$ cat config.mk
export PLATFORM = sky130hd
export DESIGN_NAME = morphing_tone_filter
export DESIGN_NICKNAME = d
export VERILOG_FILES = /design/src/rtl/mtf_pkg.sv /design/src/rtl/mtf_sequencer.sv /design/src/rtl/mtf_datapath.sv /design/src/rtl/morphing_tone_filter.sv
export SDC_FILE = /design/constraint.sdc
export NUM_CORES = 2
export LEC_CHECK = 0
export ABC_AREA = 1
export BUFFER_PORTS_ARGS = -buffer_cell sky130_fd_sc_hd__buf_4
export CAP_MARGIN = 5
export CORE_ASPECT_RATIO = 1.4
export CORE_UTILIZATION = 53
export DETAILED_ROUTE_END_ITERATION = 8
export PLACE_DENSITY = 0.66
export SLEW_MARGIN = 20
export SYNTH_ARGS = -nofsm -noshare
export SYNTH_HDL_FRONTEND = slang
export SYNTH_SLANG_ARGS = --single-unit
$ cat constraint.sdc
create_clock -name clk -period 9.3 [get_ports clk]
set_input_delay 1.86 -clock clk [delete_from_list [all_inputs] [get_ports clk]]
set_output_delay 1.86 -clock clk [all_outputs]
set_load 0.01 [all_outputs]
$ cat src/rtl/mtf_pkg.sv
`timescale 1ns / 1ps
// ----------------------------------------------------------------------------
// Morphing tone filter package
// Control word layout, microcode program, register map and fixed constants
// shared by the sequencer, the datapath and the top level.
// ----------------------------------------------------------------------------
package mtf_pkg;

  // program counter and configuration port sizes
  localparam int PC_W      = 5;
  localparam int CFG_W     = 16;
  localparam int CFG_IDX_W = 3;
  localparam int COEF_W    = 18;

  // register map
  localparam logic [CFG_IDX_W-1:0] REG_INPUT_GAIN          = 3'd0;
  localparam logic [CFG_IDX_W-1:0] REG_MORPH               = 3'd1;
  localparam logic [CFG_IDX_W-1:0] REG_LOWPASS_ALPHA       = 3'd2;
  localparam logic [CFG_IDX_W-1:0] REG_HIGHPASS_ALPHA      = 3'd3;
  localparam logic [CFG_IDX_W-1:0] REG_BAND_HIGHPASS_ALPHA = 3'd4;
  localparam logic [CFG_IDX_W-1:0] REG_BAND_LOWPASS_ALPHA  = 3'd5;

  // register reset values
  localparam logic [CFG_W-1:0] GAIN_RESET       = 16'd16384;
  localparam logic [CFG_W-1:0] MORPH_RESET      = 16'd0;
  localparam logic [CFG_W-1:0] LP_ALPHA_RESET   = 16'd8069;
  localparam logic [CFG_W-1:0] HP_ALPHA_RESET   = 16'd65193;
  localparam logic [CFG_W-1:0] BH_ALPHA_RESET   = 16'd61787;
  localparam logic [CFG_W-1:0] BL_ALPHA_RESET   = 16'd45424;

  // arithmetic constants
  localparam logic [CFG_W-1:0]         GAIN_MAX    = 16'd32768;
  localparam logic signed [COEF_W-1:0] ALPHA_ONE   = 18'sd65536;
  localparam logic signed [COEF_W-1:0] MIX_ONE     = 18'sd32768;
  localparam logic [4:0]               GAIN_SHIFT  = 5'd14;
  localparam logic [4:0]               MIX_SHIFT   = 5'd15;
  localparam logic [4:0]               ALPHA_SHIFT = 5'd16;

  // program addresses the sequencer jumps to
  localparam logic [PC_W-1:0] STEP_IDLE    = 5'd0;
  localparam logic [PC_W-1:0] STEP_FINAL   = 5'd16;
  localparam logic [PC_W-1:0] STEP_MIX_NEG = 5'd17;

  // coefficient operand of the multiplier
  typedef enum logic [3:0] {
    A_ZERO,
    A_GAIN,
    A_LP,
    A_LP_INV,
    A_HP,
    A_BH,
    A_BL,
    A_BL_INV,
    A_MIX,
    A_HALF
  } a_sel_t;

  // signal operand of the multiplier
  typedef enum logic [2:0] {
    B_INPUT,
    B_P,
    B_LP,
    B_HP_OUT,
    B_HP_IN,
    B_BH_OUT,
    B_BH_IN,
    B_BP
  } b_sel_t;

  typedef enum logic [1:0] {
    ACC_HOLD,
    ACC_LOAD,
    ACC_ADD,
    ACC_SUB
  } acc_op_t;

  // rounded accumulator destination
  typedef enum logic [2:0] {
    WB_NONE,
    WB_P,
    WB_LP,
    WB_HP,
    WB_BH,
    WB_BP,
    WB_OUT
  } wb_t;

  typedef enum logic [2:0] {
    JMP_NEXT,
    JMP_ACCEPT,
    JMP_MORPH_NEG,
    JMP_GOTO,
    JMP_OUT_FREE
  } jump_t;

  typedef struct packed {
    a_sel_t            a_sel;
    b_sel_t            b_sel;
    acc_op_t           acc_op;
    wb_t               wb;
    logic              save_p;
    jump_t             jump;
    logic [PC_W-1:0]   target;
  } ucode_t;

  // conditions the sequencer branches on
  typedef struct packed {
    logic in_valid;
    logic morph_neg;
    logic out_free;
  } seq_status_t;

  // handshake events raised by the sequencer
  typedef struct packed {
    logic idle;
    logic accept;
    logic deliver;
  } seq_flags_t;

  typedef struct packed {
    logic [CFG_W-1:0] input_gain;
    logic [CFG_W-1:0] morph;
    logic [CFG_W-1:0] lowpass_alpha;
    logic [CFG_W-1:0] highpass_alpha;
    logic [CFG_W-1:0] band_highpass_alpha;
    logic [CFG_W-1:0] band_lowpass_alpha;
  } cfg_t;

  function automatic ucode_t uword(input a_sel_t a, input b_sel_t b, input acc_op_t op,
                                   input wb_t wb, input logic save, input jump_t j,
                                   input logic [PC_W-1:0] t);
    ucode_t w;
    w.a_sel  = a;
    w.b_sel  = b;
    w.acc_op = op;
    w.wb     = wb;
    w.save_p = save;
    w.jump   = j;
    w.target = t;
    return w;
  endfunction

  // microcode program: the multiplier issues a product each step, the
  // accumulator takes the previous step's product, and the write-back
  // rounds and saturates the accumulator as it stood before this step
  function automatic ucode_t ucode_rom(input logic [PC_W-1:0] pc);
    ucode_t w;
    w = uword(A_ZERO, B_P, ACC_HOLD, WB_NONE, 1'b0, JMP_GOTO, STEP_IDLE);
    unique case (pc)
      // wait for an item, gain times input issues from the port
      5'd0:  w = uword(A_GAIN,   B_INPUT,  ACC_HOLD, WB_NONE, 1'b0, JMP_ACCEPT,    STEP_IDLE);
      // highpass: ah * (hp_prev + p - p_prev)
      5'd1:  w = uword(A_HP,     B_HP_OUT, ACC_LOAD, WB_NONE, 1'b0, JMP_NEXT,      STEP_IDLE);
      5'd2:  w = uword(A_HP,     B_HP_IN,  ACC_LOAD, WB_P,    1'b0, JMP_NEXT,      STEP_IDLE);
      5'd3:  w = uword(A_HP,     B_P,      ACC_SUB,  WB_NONE, 1'b0, JMP_NEXT,      STEP_IDLE);
      // band highpass stage
      5'd4:  w = uword(A_BH,     B_BH_OUT, ACC_ADD,  WB_NONE, 1'b0, JMP_NEXT,      STEP_IDLE);
      5'd5:  w = uword(A_BH,     B_BH_IN,  ACC_LOAD, WB_HP,   1'b0, JMP_NEXT,      STEP_IDLE);
      5'd6:  w = uword(A_BH,     B_P,      ACC_SUB,  WB_NONE, 1'b0, JMP_NEXT,      STEP_IDLE);
      // lowpass
      5'd7:  w = uword(A_LP,     B_LP,     ACC_ADD,  WB_NONE, 1'b0, JMP_NEXT,      STEP_IDLE);
      5'd8:  w = uword(A_LP_INV, B_P,      ACC_LOAD, WB_BH,   1'b0, JMP_NEXT,      STEP_IDLE);
      // band lowpass stage
      5'd9:  w = uword(A_BL,     B_BP,     ACC_ADD,  WB_NONE, 1'b0, JMP_NEXT,      STEP_IDLE);
      5'd10: w = uword(A_BL_INV, B_BH_OUT, ACC_LOAD, WB_LP,   1'b0, JMP_NEXT,      STEP_IDLE);
      5'd11: w = uword(A_ZERO,   B_P,      ACC_ADD,  WB_NONE, 1'b0, JMP_MORPH_NEG,
                       STEP_MIX_NEG);
      // morph at or above zero: bp * 2^15 + c * (hp - bp)
      5'd12: w = uword(A_MIX,    B_HP_OUT, ACC_HOLD, WB_BP,   1'b0, JMP_NEXT,      STEP_IDLE);
      5'd13: w = uword(A_HALF,   B_BP,     ACC_LOAD, WB_NONE, 1'b0, JMP_NEXT,      STEP_IDLE);
      5'd14: w = uword(A_MIX,    B_BP,     ACC_ADD,  WB_NONE, 1'b0, JMP_NEXT,      STEP_IDLE);
      5'd15: w = uword(A_ZERO,   B_P,      ACC_SUB,  WB_NONE, 1'b0, JMP_NEXT,      STEP_IDLE);
      // hand over the result and keep the input history
      5'd16: w = uword(A_ZERO,   B_P,      ACC_HOLD, WB_OUT,  1'b1, JMP_OUT_FREE,  STEP_IDLE);
      // morph below zero: lp * 2^15 + c * (bp - lp)
      5'd17: w = uword(A_HALF,   B_LP,     ACC_HOLD, WB_BP,   1'b0, JMP_NEXT,      STEP_IDLE);
      5'd18: w = uword(A_MIX,    B_BP,     ACC_LOAD, WB_NONE, 1'b0, JMP_NEXT,      STEP_IDLE);
      5'd19: w = uword(A_MIX,    B_LP,     ACC_ADD,  WB_NONE, 1'b0, JMP_NEXT,      STEP_IDLE);
      5'd20: w = uword(A_ZERO,   B_P,      ACC_SUB,  WB_NONE, 1'b0, JMP_GOTO,      STEP_FINAL);
      default: w = uword(A_ZERO, B_P,      ACC_HOLD, WB_NONE, 1'b0, JMP_GOTO,      STEP_IDLE);
    endcase
    return w;
  endfunction

endpackage

$ cat src/rtl/mtf_sequencer.sv
`timescale 1ns / 1ps
// ----------------------------------------------------------------------------
// Morphing tone filter sequencer
// Step counter over the microcode program with conditional jumps on item
// arrival, morph sign and output availability.
// ----------------------------------------------------------------------------
module mtf_sequencer
  import mtf_pkg::*;
(
  input  logic        clk,
  input  logic        rst,
  input  seq_status_t status,
  output ucode_t      ctrl,
  output seq_flags_t  flags
);

  logic [PC_W-1:0] pc;
  logic [PC_W-1:0] pc_next;
  ucode_t          word;

  // control word of the current step
  assign word = ucode_rom(pc);
  assign ctrl = word;

  // next step selection
  always_comb begin
    unique case (word.jump)
      JMP_NEXT:      pc_next = pc + PC_W'(1);
      JMP_ACCEPT:    pc_next = status.in_valid ? pc + PC_W'(1) : pc;
      JMP_MORPH_NEG: pc_next = status.morph_neg ? word.target : pc + PC_W'(1);
      JMP_GOTO:      pc_next = word.target;
      JMP_OUT_FREE:  pc_next = status.out_free ? word.target : pc;
      default:       pc_next = STEP_IDLE;
    endcase
  end

  always_ff @(posedge clk) begin
    if (rst) begin
      pc <= STEP_IDLE;
    end else begin
      pc <= pc_next;
    end
  end

  // handshake events
  assign flags.idle    = (word.jump == JMP_ACCEPT);
  assign flags.accept  = (word.jump == JMP_ACCEPT) && status.in_valid;
  assign flags.deliver = (word.jump == JMP_OUT_FREE) && status.out_free;

endmodule

$ cat src/rtl/mtf_datapath.sv
`timescale 1ns / 1ps
// ----------------------------------------------------------------------------
// Morphing tone filter datapath
// One shared multiplier with a product register, an accumulator, a rounding
// and saturating write-back, and the per-channel filter state.
// ----------------------------------------------------------------------------
module mtf_datapath
  import mtf_pkg::*;
#(
  parameter int CHANNELS    = 2,
  parameter int SAMPLE_BITS = 16
) (
  input  logic                          clk,
  input  logic                          rst,
  input  ucode_t                        ctrl,
  input  seq_flags_t                    flags,
  input  cfg_t                          cfg,
  input  logic                          channel,
  input  logic signed [SAMPLE_BITS-1:0] sample_in,
  output logic signed [SAMPLE_BITS-1:0] result
);

  localparam int STATE_W = SAMPLE_BITS + 2;
  localparam int PROD_W  = STATE_W + COEF_W;
  localparam int ACC_W   = STATE_W + 19;
  localparam int IDX_W   = (CHANNELS > 1) ? $clog2(CHANNELS) : 1;

  localparam logic signed [ACC_W-1:0] STATE_MAX = ACC_W'((longint'(1) << (STATE_W - 1)) - 1);
  localparam logic signed [ACC_W-1:0] STATE_MIN = -STATE_MAX - ACC_W'(1);
  localparam logic signed [ACC_W-1:0] OUT_MAX   = ACC_W'((longint'(1) << (SAMPLE_BITS - 1)) - 1);
  localparam logic signed [ACC_W-1:0] OUT_MIN   = -OUT_MAX - ACC_W'(1);

  logic [IDX_W-1:0]           chan_idx;
  logic [CFG_W-1:0]           gain_clamped;
  logic signed [COEF_W-1:0]   a_op;
  logic signed [STATE_W-1:0]  b_op;
  logic signed [STATE_W-1:0]  x_ext;
  logic signed [PROD_W-1:0]   prod;
  logic signed [ACC_W-1:0]    prod_ext;
  logic signed [ACC_W-1:0]    acc;
  logic [4:0]                 shamt;
  logic signed [ACC_W-1:0]    round_bias;
  logic signed [ACC_W-1:0]    rounded;
  logic signed [STATE_W-1:0]  state_val;
  logic signed [STATE_W-1:0]  p_reg;

  logic signed [STATE_W-1:0]  lp_mem     [CHANNELS];
  logic signed [STATE_W-1:0]  hp_out_mem [CHANNELS];
  logic signed [STATE_W-1:0]  hp_in_mem  [CHANNELS];
  logic signed [STATE_W-1:0]  bh_out_mem [CHANNELS];
  logic signed [STATE_W-1:0]  bh_in_mem  [CHANNELS];
  logic signed [STATE_W-1:0]  bp_mem     [CHANNELS];

  // coefficient operand
  always_comb begin
    gain_clamped = (cfg.input_gain > GAIN_MAX) ? GAIN_MAX : cfg.input_gain;
    unique case (ctrl.a_sel)
      A_GAIN:   a_op = {2'b00, gain_clamped};
      A_LP:     a_op = {2'b00, cfg.lowpass_alpha};
      A_LP_INV: a_op = ALPHA_ONE - {2'b00, cfg.lowpass_alpha};
      A_HP:     a_op = {2'b00, cfg.highpass_alpha};
      A_BH:     a_op = {2'b00, cfg.band_highpass_alpha};
      A_BL:     a_op = {2'b00, cfg.band_lowpass_alpha};
      A_BL_INV: a_op = ALPHA_ONE - {2'b00, cfg.band_lowpass_alpha};
      // low 15 bits give morph + 1.0 when negative and morph itself otherwise
      A_MIX:    a_op = {3'b000, cfg.morph[14:0]};
      A_HALF:   a_op = MIX_ONE;
      default:  a_op = '0;
    endcase
  end

  // signal operand
  always_comb begin
    x_ext = STATE_W'(sample_in);
    unique case (ctrl.b_sel)
      B_INPUT:  b_op = x_ext;
      B_P:      b_op = p_reg;
      B_LP:     b_op = lp_mem[chan_idx];
      B_HP_OUT: b_op = hp_out_mem[chan_idx];
      B_HP_IN:  b_op = hp_in_mem[chan_idx];
      B_BH_OUT: b_op = bh_out_mem[chan_idx];
      B_BH_IN:  b_op = bh_in_mem[chan_idx];
      B_BP:     b_op = bp_mem[chan_idx];
      default:  b_op = p_reg;
    endcase
  end

  // multiplier and accumulator
  assign prod_ext = ACC_W'(prod);

  always_ff @(posedge clk) begin
    prod <= a_op * b_op;
    case (ctrl.acc_op)
      ACC_LOAD: acc <= prod_ext;
      ACC_ADD:  acc <= acc + prod_ext;
      ACC_SUB:  acc <= acc - prod_ext;
      default:  acc <= acc;
    endcase
  end

  // round to nearest with halves up, then saturate
  always_comb begin
    unique case (ctrl.wb)
      WB_P:    shamt = GAIN_SHIFT;
      WB_OUT:  shamt = MIX_SHIFT;
      default: shamt = ALPHA_SHIFT;
    endcase
    round_bias = ACC_W'(1) <<< (shamt - 5'd1);
    rounded    = (acc + round_bias) >>> shamt;

    if (rounded > STATE_MAX) begin
      state_val = STATE_MAX[STATE_W-1:0];
    end else if (rounded < STATE_MIN) begin
      state_val = STATE_MIN[STATE_W-1:0];
    end else begin
      state_val = rounded[STATE_W-1:0];
    end

    if (rounded > OUT_MAX) begin
      result = OUT_MAX[SAMPLE_BITS-1:0];
    end else if (rounded < OUT_MIN) begin
      result = OUT_MIN[SAMPLE_BITS-1:0];
    end else begin
      result = rounded[SAMPLE_BITS-1:0];
    end
  end

  // channel of the item in flight and the scaled input
  always_ff @(posedge clk) begin
    if (flags.accept) begin
      chan_idx <= (CHANNELS > 1) ? IDX_W'(channel) : '0;
    end
    if (ctrl.wb == WB_P) begin
      p_reg <= state_val;
    end
  end

  // per-channel filter state
  always_ff @(posedge clk) begin
    if (rst) begin
      for (int i = 0; i < CHANNELS; i++) begin
        lp_mem[i]     <= '0;
        hp_out_mem[i] <= '0;
        hp_in_mem[i]  <= '0;
        bh_out_mem[i] <= '0;
        bh_in_mem[i]  <= '0;
        bp_mem[i]     <= '0;
      end
    end else begin
      case (ctrl.wb)
        WB_LP:   lp_mem[chan_idx]     <= state_val;
        WB_HP:   hp_out_mem[chan_idx] <= state_val;
        WB_BH:   bh_out_mem[chan_idx] <= state_val;
        WB_BP:   bp_mem[chan_idx]     <= state_val;
        default: ;
      endcase
      if (ctrl.save_p) begin
        hp_in_mem[chan_idx] <= p_reg;
        bh_in_mem[chan_idx] <= p_reg;
      end
    end
  end

endmodule

$ cat src/rtl/morphing_tone_filter.sv
`timescale 1ns / 1ps
// ----------------------------------------------------------------------------
// Morphing tone filter
// Per-channel lowpass, highpass and bandpass one-pole sections with input
// gain and a morph crossfade, run by a microcoded multiply-accumulate unit.
//
//   channel   direction  handshake              payload
//   input     in         in_valid / in_ready    channel, sample_in
//   output    out        out_valid / out_ready  sample_out
//   config    in         cfg_write_en           cfg_index, cfg_data
//
// Each item runs the whole program from acceptance to result: the gain
// product issues in the accepting cycle, then thirteen more products and
// one empty step for the morph sign test go one per cycle through the
// single multiplier; then the accumulator takes the last product and the
// final step rounds it. No new item is taken before that, so items never overlap.
// in_ready is high only while the sequencer waits at its first step.
// A result waits in the output register; the sequencer holds at its last
// step while an earlier result is still not taken.
// Reset loads the register defaults and clears all filter state at once.
// ----------------------------------------------------------------------------
module morphing_tone_filter
  import mtf_pkg::*;
#(
  parameter int CHANNELS    = 2,
  parameter int SAMPLE_BITS = 16
) (
  input  logic                          clk,
  input  logic                          rst,
  input  logic                          in_valid,
  output logic                          in_ready,
  input  logic                          channel,
  input  logic signed [SAMPLE_BITS-1:0] sample_in,
  output logic                          out_valid,
  input  logic                          out_ready,
  output logic signed [SAMPLE_BITS-1:0] sample_out,
  input  logic                          cfg_write_en,
  input  logic [CFG_IDX_W-1:0]          cfg_index,
  input  logic [CFG_W-1:0]              cfg_data
);

  cfg_t                          cfg;
  seq_status_t                   status;
  seq_flags_t                    flags;
  ucode_t                        ctrl;
  logic signed [SAMPLE_BITS-1:0] result;

  // configuration registers
  always_ff @(posedge clk) begin
    if (rst) begin
      cfg.input_gain          <= GAIN_RESET;
      cfg.morph               <= MORPH_RESET;
      cfg.lowpass_alpha       <= LP_ALPHA_RESET;
      cfg.highpass_alpha      <= HP_ALPHA_RESET;
      cfg.band_highpass_alpha <= BH_ALPHA_RESET;
      cfg.band_lowpass_alpha  <= BL_ALPHA_RESET;
    end else if (cfg_write_en) begin
      unique case (cfg_index)
        REG_INPUT_GAIN:          cfg.input_gain          <= cfg_data;
        REG_MORPH:               cfg.morph               <= cfg_data;
        REG_LOWPASS_ALPHA:       cfg.lowpass_alpha       <= cfg_data;
        REG_HIGHPASS_ALPHA:      cfg.highpass_alpha      <= cfg_data;
        REG_BAND_HIGHPASS_ALPHA: cfg.band_highpass_alpha <= cfg_data;
        REG_BAND_LOWPASS_ALPHA:  cfg.band_lowpass_alpha  <= cfg_data;
        default: ;
      endcase
    end
  end

  // branch conditions
  assign status.in_valid  = in_valid;
  assign status.morph_neg = cfg.morph[CFG_W-1];
  assign status.out_free  = !out_valid || out_ready;

  mtf_sequencer u_sequencer (
    .clk    (clk),
    .rst    (rst),
    .status (status),
    .ctrl   (ctrl),
    .flags  (flags)
  );

  mtf_datapath #(
    .CHANNELS    (CHANNELS),
    .SAMPLE_BITS (SAMPLE_BITS)
  ) u_datapath (
    .clk       (clk),
    .rst       (rst),
    .ctrl      (ctrl),
    .flags     (flags),
    .cfg       (cfg),
    .channel   (channel),
    .sample_in (sample_in),
    .result    (result)
  );

  assign in_ready = flags.idle;

  // output register
  always_ff @(posedge clk) begin
    if (rst) begin
      out_valid <= 1'b0;
    end else if (flags.deliver) begin
      out_valid <= 1'b1;
    end else if (out_ready) begin
      out_valid <= 1'b0;
    end
  end

  always_ff @(posedge clk) begin
    if (flags.deliver) begin
      sample_out <= result;
    end
  end

  // accepting an item starts the program, so the block is busy next cycle
  a_busy_after_accept: assert property (@(posedge clk) disable iff (rst)
    (in_valid && in_ready) |=> !in_ready)
    else $error("in_ready stayed high after an item was accepted");

  // a new result comes from the last step and returns the sequencer to idle
  a_result_then_idle: assert property (@(posedge clk) disable iff (rst)
    $rose(out_valid) |-> (in_ready && !$past(in_ready)))
    else $error("result appeared outside the final program step");

  // the sequencer never accepts and delivers in the same cycle
  a_accept_not_deliver: assert property (@(posedge clk) disable iff (rst)
    in_ready |-> !flags.deliver)
    else $error("delivery while waiting for an item");

endmodule
After elaboration in Yosys (flattened, before gate mapping)
Memory sizes are Yosys's and may differ from the RTL's. A register that Yosys moved wholly into a read port is not among the register bits.
Cells that the tools add are included.

storage, ports and cells
  latch bits = 0
  bits in registers = 210
  bits in writable memories = 216
  ROM bits = 576
  output and inout bits = 18
  memories = 7

memory list
  name                   words  bits a word  rd ports  clocked after Yosys merged registers in  write ports  line                text
  (name not given)       32     18           1         1                                        0            mtf_pkg.sv:149      unique case (pc)
  u_datapath.bh_in_mem   2      18           1         1                                        2            mtf_datapath.sv:51  logic signed [STATE_W-1:0] bh_in_mem [CHANNELS];
  u_datapath.bh_out_mem  2      18           1         1                                        2            mtf_datapath.sv:50  logic signed [STATE_W-1:0] bh_out_mem [CHANNELS];
  u_datapath.bp_mem      2      18           1         1                                        2            mtf_datapath.sv:52  logic signed [STATE_W-1:0] bp_mem [CHANNELS];
  u_datapath.hp_in_mem   2      18           1         1                                        2            mtf_datapath.sv:49  logic signed [STATE_W-1:0] hp_in_mem [CHANNELS];
  u_datapath.hp_out_mem  2      18           1         1                                        2            mtf_datapath.sv:48  logic signed [STATE_W-1:0] hp_out_mem [CHANNELS];
  +1 memories            -      -            -         -                                        -            -

cells by class
  $lt $le $gt $ge = 5
  equality and inequality tests = 36
  muxes and demuxes = 57
  reduce and logical (&&, ||, !) cells = 22
  divide/modulo/power cells = 0
  add/sub/neg operators = 7
  shift-type cells = 2
  multipliers = 1
  bitwise operators = 0

operators with widths
  kind                                                           count
  one-hot mux 18 bit (9 select lines)                            1
  two-way mux 18 bit                                             8
  one-hot mux 18 bit (8 select lines)                            1
  one-hot mux 37 bit (3 select lines)                            1
  OR reduction 18 bit                                            6
  adder 37 x 36 -> 37 bit                                        1
  adder 37 bit                                                   1
  > comparator 37 x 16 -> 1 bit (second input constant)          1
  > comparator 37 x 18 -> 1 bit (second input constant)          1
  less-than comparator 37 x 16 -> 1 bit (second input constant)  1
  less-than comparator 37 x 18 -> 1 bit (second input constant)  1
  two-way mux 1 bit                                              37
  <<< shifter 2 x 5 -> 37 bit (first input constant)             1
  >>> shifter 37 x 5 -> 37 bit                                   1
  subtractor 37 x 36 -> 37 bit                                   1
  multiplier 18 x 18 -> 36 bit                                   1
  subtractor 17 x 16 -> 18 bit (first input constant)            2
  two-way mux 16 bit                                             2
  equality test 3 bit (second input constant)                    10
  two-way mux 5 bit                                              5
  one-hot mux 5 bit (5 select lines)                             1
  equality test 3 x 2 -> 1 bit (second input constant)           8
  equality test 4 x 3 -> 1 bit (second input constant)           4
  > comparator 16 bit (second input constant)                    1
  18 further kinds                                               33

Depth between registers and ports, before layout
  depth in word-level cells = 10
  gate-level depth with buffers = 44

Modules after synthesis
Synthesis repeated with hierarchy kept, for this count alone.

second synthesis, totals
  cell total of the unflattened synthesis = 4600
  area total of the unflattened synthesis = 35077.4 um2

by module, submodules not included
  module                times used  cells an instance  seq. area each (um2)  area an instance (um2)
  mtf_datapath          1           3858               7827.5                29425.7
  morphing_tone_filter  1           535                2422.3                4216.5
  mtf_sequencer         1           207                440.4                 1435.1

Worst setup path before layout
OpenSTA, ideal clock, no wires.

  kind = input to register
  from = input port sample_in[8]
  to = register u_datapath.prod[33]
  arrival = 7513 ps
  path slack = 1675 ps
  cell stages on the path = 26
  library setup time = 112 ps
  cells stage by stage = o21a_1 -> inv_1 -> buf_1 -> nor2_1 -> fa_1 -> inv_1 -> fa_1 -> inv_1 -> fa_1 -> fa_1 -> fa_1 -> inv_1 -> fa_1 -> inv_1 -> ha_1 -> a21oi_1 -> a21boi_0 -> o21bai_1 -> a21boi_0 -> o21bai_1 -> nand2_1 -> nand2_1 -> nand2_1 -> nand2_1 -> nand2_1 -> nand2_1

on the way
  word-level cells in the longest chain between the ends = 2

RTL lines
  element                              line                        text
  start, declared                      morphing_tone_filter.sv:33  input logic signed [SAMPLE_BITS-1:0] sample_in,
  one-hot mux 18 bit (8 select lines)  mtf_datapath.sv:75          unique case (ctrl.b_sel)
  multiplier 18 x 18 -> 36 bit         mtf_datapath.sv:92          prod <= a_op * b_op;
  end signal, assigned                 mtf_datapath.sv:92
  end, declared                        mtf_datapath.sv:38          logic signed [PROD_W-1:0] prod;

No other way between the ends.
A chain may end at the register's enable or synchronous reset.

Worst setup path in the final report
  from = register, netlist name u_sequencer.ctrl[17]
  to = register u_datapath.prod[33]

on the way
  word-level cells in the longest chain between the ends = 3
  elaborated cells between the ends (all ways) = 11
  classes of those cells = 1 x mul; 9 x eq/ne; 1 x mux

RTL lines
  element                                            line                text
  equality test 4 bit, or another cell as far along  mtf_datapath.sv:57  unique case (ctrl.a_sel)
  one-hot mux 18 bit (9 select lines) (*)            mtf_datapath.sv:57
  multiplier 18 x 18 -> 36 bit (*)                   mtf_datapath.sv:92

Mark *: on every way between the ends. The rest lies on a longest branch, timed or not.

==> metrics.csv <==
stage;metric;value;unit
synthesis;synth_edf_count;252;
worst_setup_path;path_max_fanout;32;
global_routing;track_usage;0.3164;
clock_tree;root_buffer;sky130_fd_sc_hd__clkbuf_16;
global_routing;first_global_vias;28990;
drt;wl_per_cell;19.44;um
clock_tree;cts_tree;yes;
floorplanning;die_area;65150;um^2
sta;period_minus_slack;8652;ps
sta;worst_margin_slew;1168;ps
worst_setup_path;critical_path.startpoint_type;flip-flop;
drt;route.antenna.remaining_nets;0;
synthesis;synth_compound_gate_area_share;0.1135;
sta;max_clock_freq;115.6;MHz
clock_tree;cts-buffers-inserted;42;
synthesis;asyncSetResetFlopFracSynth;0;
clock_tree;cts_repair_resize_count;0;
flow_run;cap_violations;0;
synthesis;largest_family_of_logic_cells_by_synthesized_area;simple AND/OR/NAND/NOR gates;
synthesis;synth_area_in_xor_xnor;0.02010;
final_layout;drive_above_1_share;0.06182;
synthesis;synth_warn;0;
synthesis;yosys-mux-area-fraction;0;
sta;post-route-period-util;0.9303;
place;place_hpwl;77.85;mm
worst_setup_path;worst-endpoint-arrival;9100;ps
final_layout;registers.top_by_ff_count;cfg;
hold_path;hold_path_class;flip-flop to flip-flop;
synthesis;dominantRegCellSynth;sky130_fd_sc_hd__edfxtp_1;
place;placement.setup.worst_slack;737.4;ps
worst_setup_path;cpLargestDelayFamily;adder cells;
global_routing;largest_net_degree_at_the_start_of_global_routing;112;
clock_tree;h_tree_lvl_count;2;
clock_tree;worstSkewPairLatency;580;ps
sta;report.final.hold_viol_count;0;
final_layout;max_ffs_per_register;96;
clock_tree;cts_hold_buf;0;
sta;timing.setup.tns;0;ps
synthesis;synth-simple-area-share;0.2318;
final_layout;syn2layout_area_growth;8.512;%
final_layout;layout_top_registers;cfg (96), u_datapath.acc (37);
clock_tree;cts.clk_slew.worst_paths;60;ps
synthesis;synth_cell_type_count;61;
worst_setup_path;cpMostUsedCell;sky130_fd_sc_hd__nand2_1;
drt;total_number_of_vias;29890;
hold_path;worstHoldStart;cfg[42];
drt;routed_via_density;5.609;
sta;timing.final.max_slew_violations;0;
worst_setup_path;critical_path_launch_point;u_sequencer.ctrl[17];
floorplanning;top_level_ports;59;
synthesis;post_synth_instance_area;33980;um^2
worst_setup_path;required;9740;ps
worst_setup_path;r2r-start;u_sequencer.ctrl[17];
worst_setup_path;timing.critical_path.buf_inv;7;
sta;grt_setup_unrepaired;no;
final_layout;final_core_util;0.5827;
place;numPortBuffers;58;
drt;drtIter0Drc;2369;
sta;number_of_endpoints_failing_setup_at_the_final_stage;0;
worst_setup_path;setup.worst_path.class;flip-flop to flip-flop;
global_routing;first_pass_grt_wire_length;159.1;mm
final_layout;num-nets-final;4954;
drt;drt_pass1_iterations;6;
synthesis;synth-seq-area-share;0.3146;
drt;detail_route.drc_violations;0;
synthesis;avg_synthesized_cell_area;7.692;um^2
final_layout;fillCellCount;6026;
worst_setup_path;timing.critical_path.slowest_stage_cell;sky130_fd_sc_hd__fa_1;
clock_tree;cts.sinks;408;
floorplanning;floorplan.rows;109;
status;outcome;finished clean;
clock_tree;post_cts_buffers;0;
sta;worst_slew_margin_rel;0.2189;
sta;worst_clock_skew;32.71;ps
sta;timing.final.ws_setup;648.5;ps
floorplanning;die_x;216.0;um
worst_setup_path;end_kind;flip-flop;
final_layout;insertedDiodeCount;0;
worst_setup_path;critical-path-max-stage-delay;540;ps
global_routing;overflow;0;
floorplanning;fp.coreArea;63280;um^2
floorplanning;fp.dieH;301.6;um
global_routing;grt_antenna_before_repair;1;
synthesis;synthAdderAreaFrac;0.2185;
synthesis;synth_cells;4418;
place;final_weighted_congestion_in_routability_driven_placement;0.9462;
floorplanning;initial_utilization;0.5370;
clock_tree;cts_max_path_buffers;3;
drt;wl;103.6;mm
synthesis;postSynthRegisterBits;408;
## synthesized netlist by cell type, types with 28 or more instances
master	number	area [um^2]
sky130_fd_sc_hd__a21oi_1	286	1431
sky130_fd_sc_hd__clkbuf_1	99	371.6
sky130_fd_sc_hd__dfxtp_1	156	3123
sky130_fd_sc_hd__edfxtp_1	252	7567
sky130_fd_sc_hd__fa_1	241	4825
sky130_fd_sc_hd__ha_1	208	2603
sky130_fd_sc_hd__inv_1	712	2673
sky130_fd_sc_hd__nand2_1	1070	4016
sky130_fd_sc_hd__nand3_1	223	1116
sky130_fd_sc_hd__nand4_1	28	175.2
sky130_fd_sc_hd__nor2_1	492	1847
sky130_fd_sc_hd__nor3_1	28	140.1
sky130_fd_sc_hd__o21ai_0	191	955.9
sky130_fd_sc_hd__or2_2	31	193.9
sky130_fd_sc_hd__xor2_1	62	543.0
## cells in the final DEF, fill, tap and decap left out, types with 16 or more instances in the layout
master / count
sky130_fd_sc_hd__o21a_1: 23
sky130_fd_sc_hd__nor2_1: 490
sky130_fd_sc_hd__o21ai_0: 191
sky130_fd_sc_hd__a21oi_1: 286
sky130_fd_sc_hd__edfxtp_1: 252
sky130_fd_sc_hd__a221oi_1: 22
sky130_fd_sc_hd__inv_1: 711
sky130_fd_sc_hd__nand4_1: 28
sky130_fd_sc_hd__xnor2_1: 16
sky130_fd_sc_hd__buf_4: 119
sky130_fd_sc_hd__dfxtp_1: 155
sky130_fd_sc_hd__or2_2: 31
sky130_fd_sc_hd__o211ai_1: 17
sky130_fd_sc_hd__nand2_2: 20
sky130_fd_sc_hd__nand2_1: 1070
sky130_fd_sc_hd__ha_1: 208
sky130_fd_sc_hd__nor3_1: 25
sky130_fd_sc_hd__xor2_1: 62
sky130_fd_sc_hd__clkbuf_16: 45
sky130_fd_sc_hd__clkinv_1: 17
sky130_fd_sc_hd__conb_1: 28
sky130_fd_sc_hd__fa_1: 241
sky130_fd_sc_hd__nand3_1: 222
sky130_fd_sc_hd__o2111ai_1: 21
## cell families (layout without fill, tap and decap cells)
kind of cell               after synthesis  count (layout)
AOI/OAI and AO/OA                      666             666
other                                    1              28
and+or+nand+nor                       1929            1929
DFF                                    408             408
adders and majority gates              449             449
xor gates and xnor gates                78              78
buffers and inverters                  887             939
## routing by layer
| layer | wire [um] | up-vias | part of all wire | track usage |
|---|---|---|---|---|
| met5 | 9 | - | 0.000087 | 0 |
| met4 | 6804 | 2 | 0.066 | 0.1861 |
| met3 | 6409 | 355 | 0.062 | 0.03691 |
| met2 | 50840 | 1196 | 0.49 | 0.5470 |
| met1 | 39510 | 14120 | 0.38 | 0.3797 |
| li1 | - | 14220 | - | - |
## final timing paths
check,endpoint,slack (ps),depth (start not counted)
max,u_datapath.prod[33],650,39
min,cfg[42],460,2
max reg2reg,u_datapath.prod[33],650,39
min reg2reg,cfg[42],460,2
## metrics by stage
stage	hold slack [ps]	instances	area [um^2]
after floorplan	428.9	4445	34090
after global placement	437.5	5252	35410
after detailed placement	444.1	5252	35410
after CTS	459.2	5329	36870
after global routing	483.1	5329	36880
final	458.5	5329	36880
## worst min-delay path: stages, from the launching register on
cell and delay, ps:
sky130_fd_sc_hd__dfxtp_1 330, sky130_fd_sc_hd__nand2_1 50, sky130_fd_sc_hd__nand3_1 50
## final cells by class
type	instances	area, um^2	share of cell area
sequential	408	10690	0.2899
timing repair buffer	120	913.4	0.02477
multi-input combinational	3150	19990	0.5420
clock buffer	65	1281	0.03474
tap	832	1041	0.02823
clock inverter	12	176.4	0.004784
inverter	742	2785	0.07553
Power is left out: the tool's default activity adds up to more than one toggle a clock period on the data nets, which glitch-free logic cannot reach.
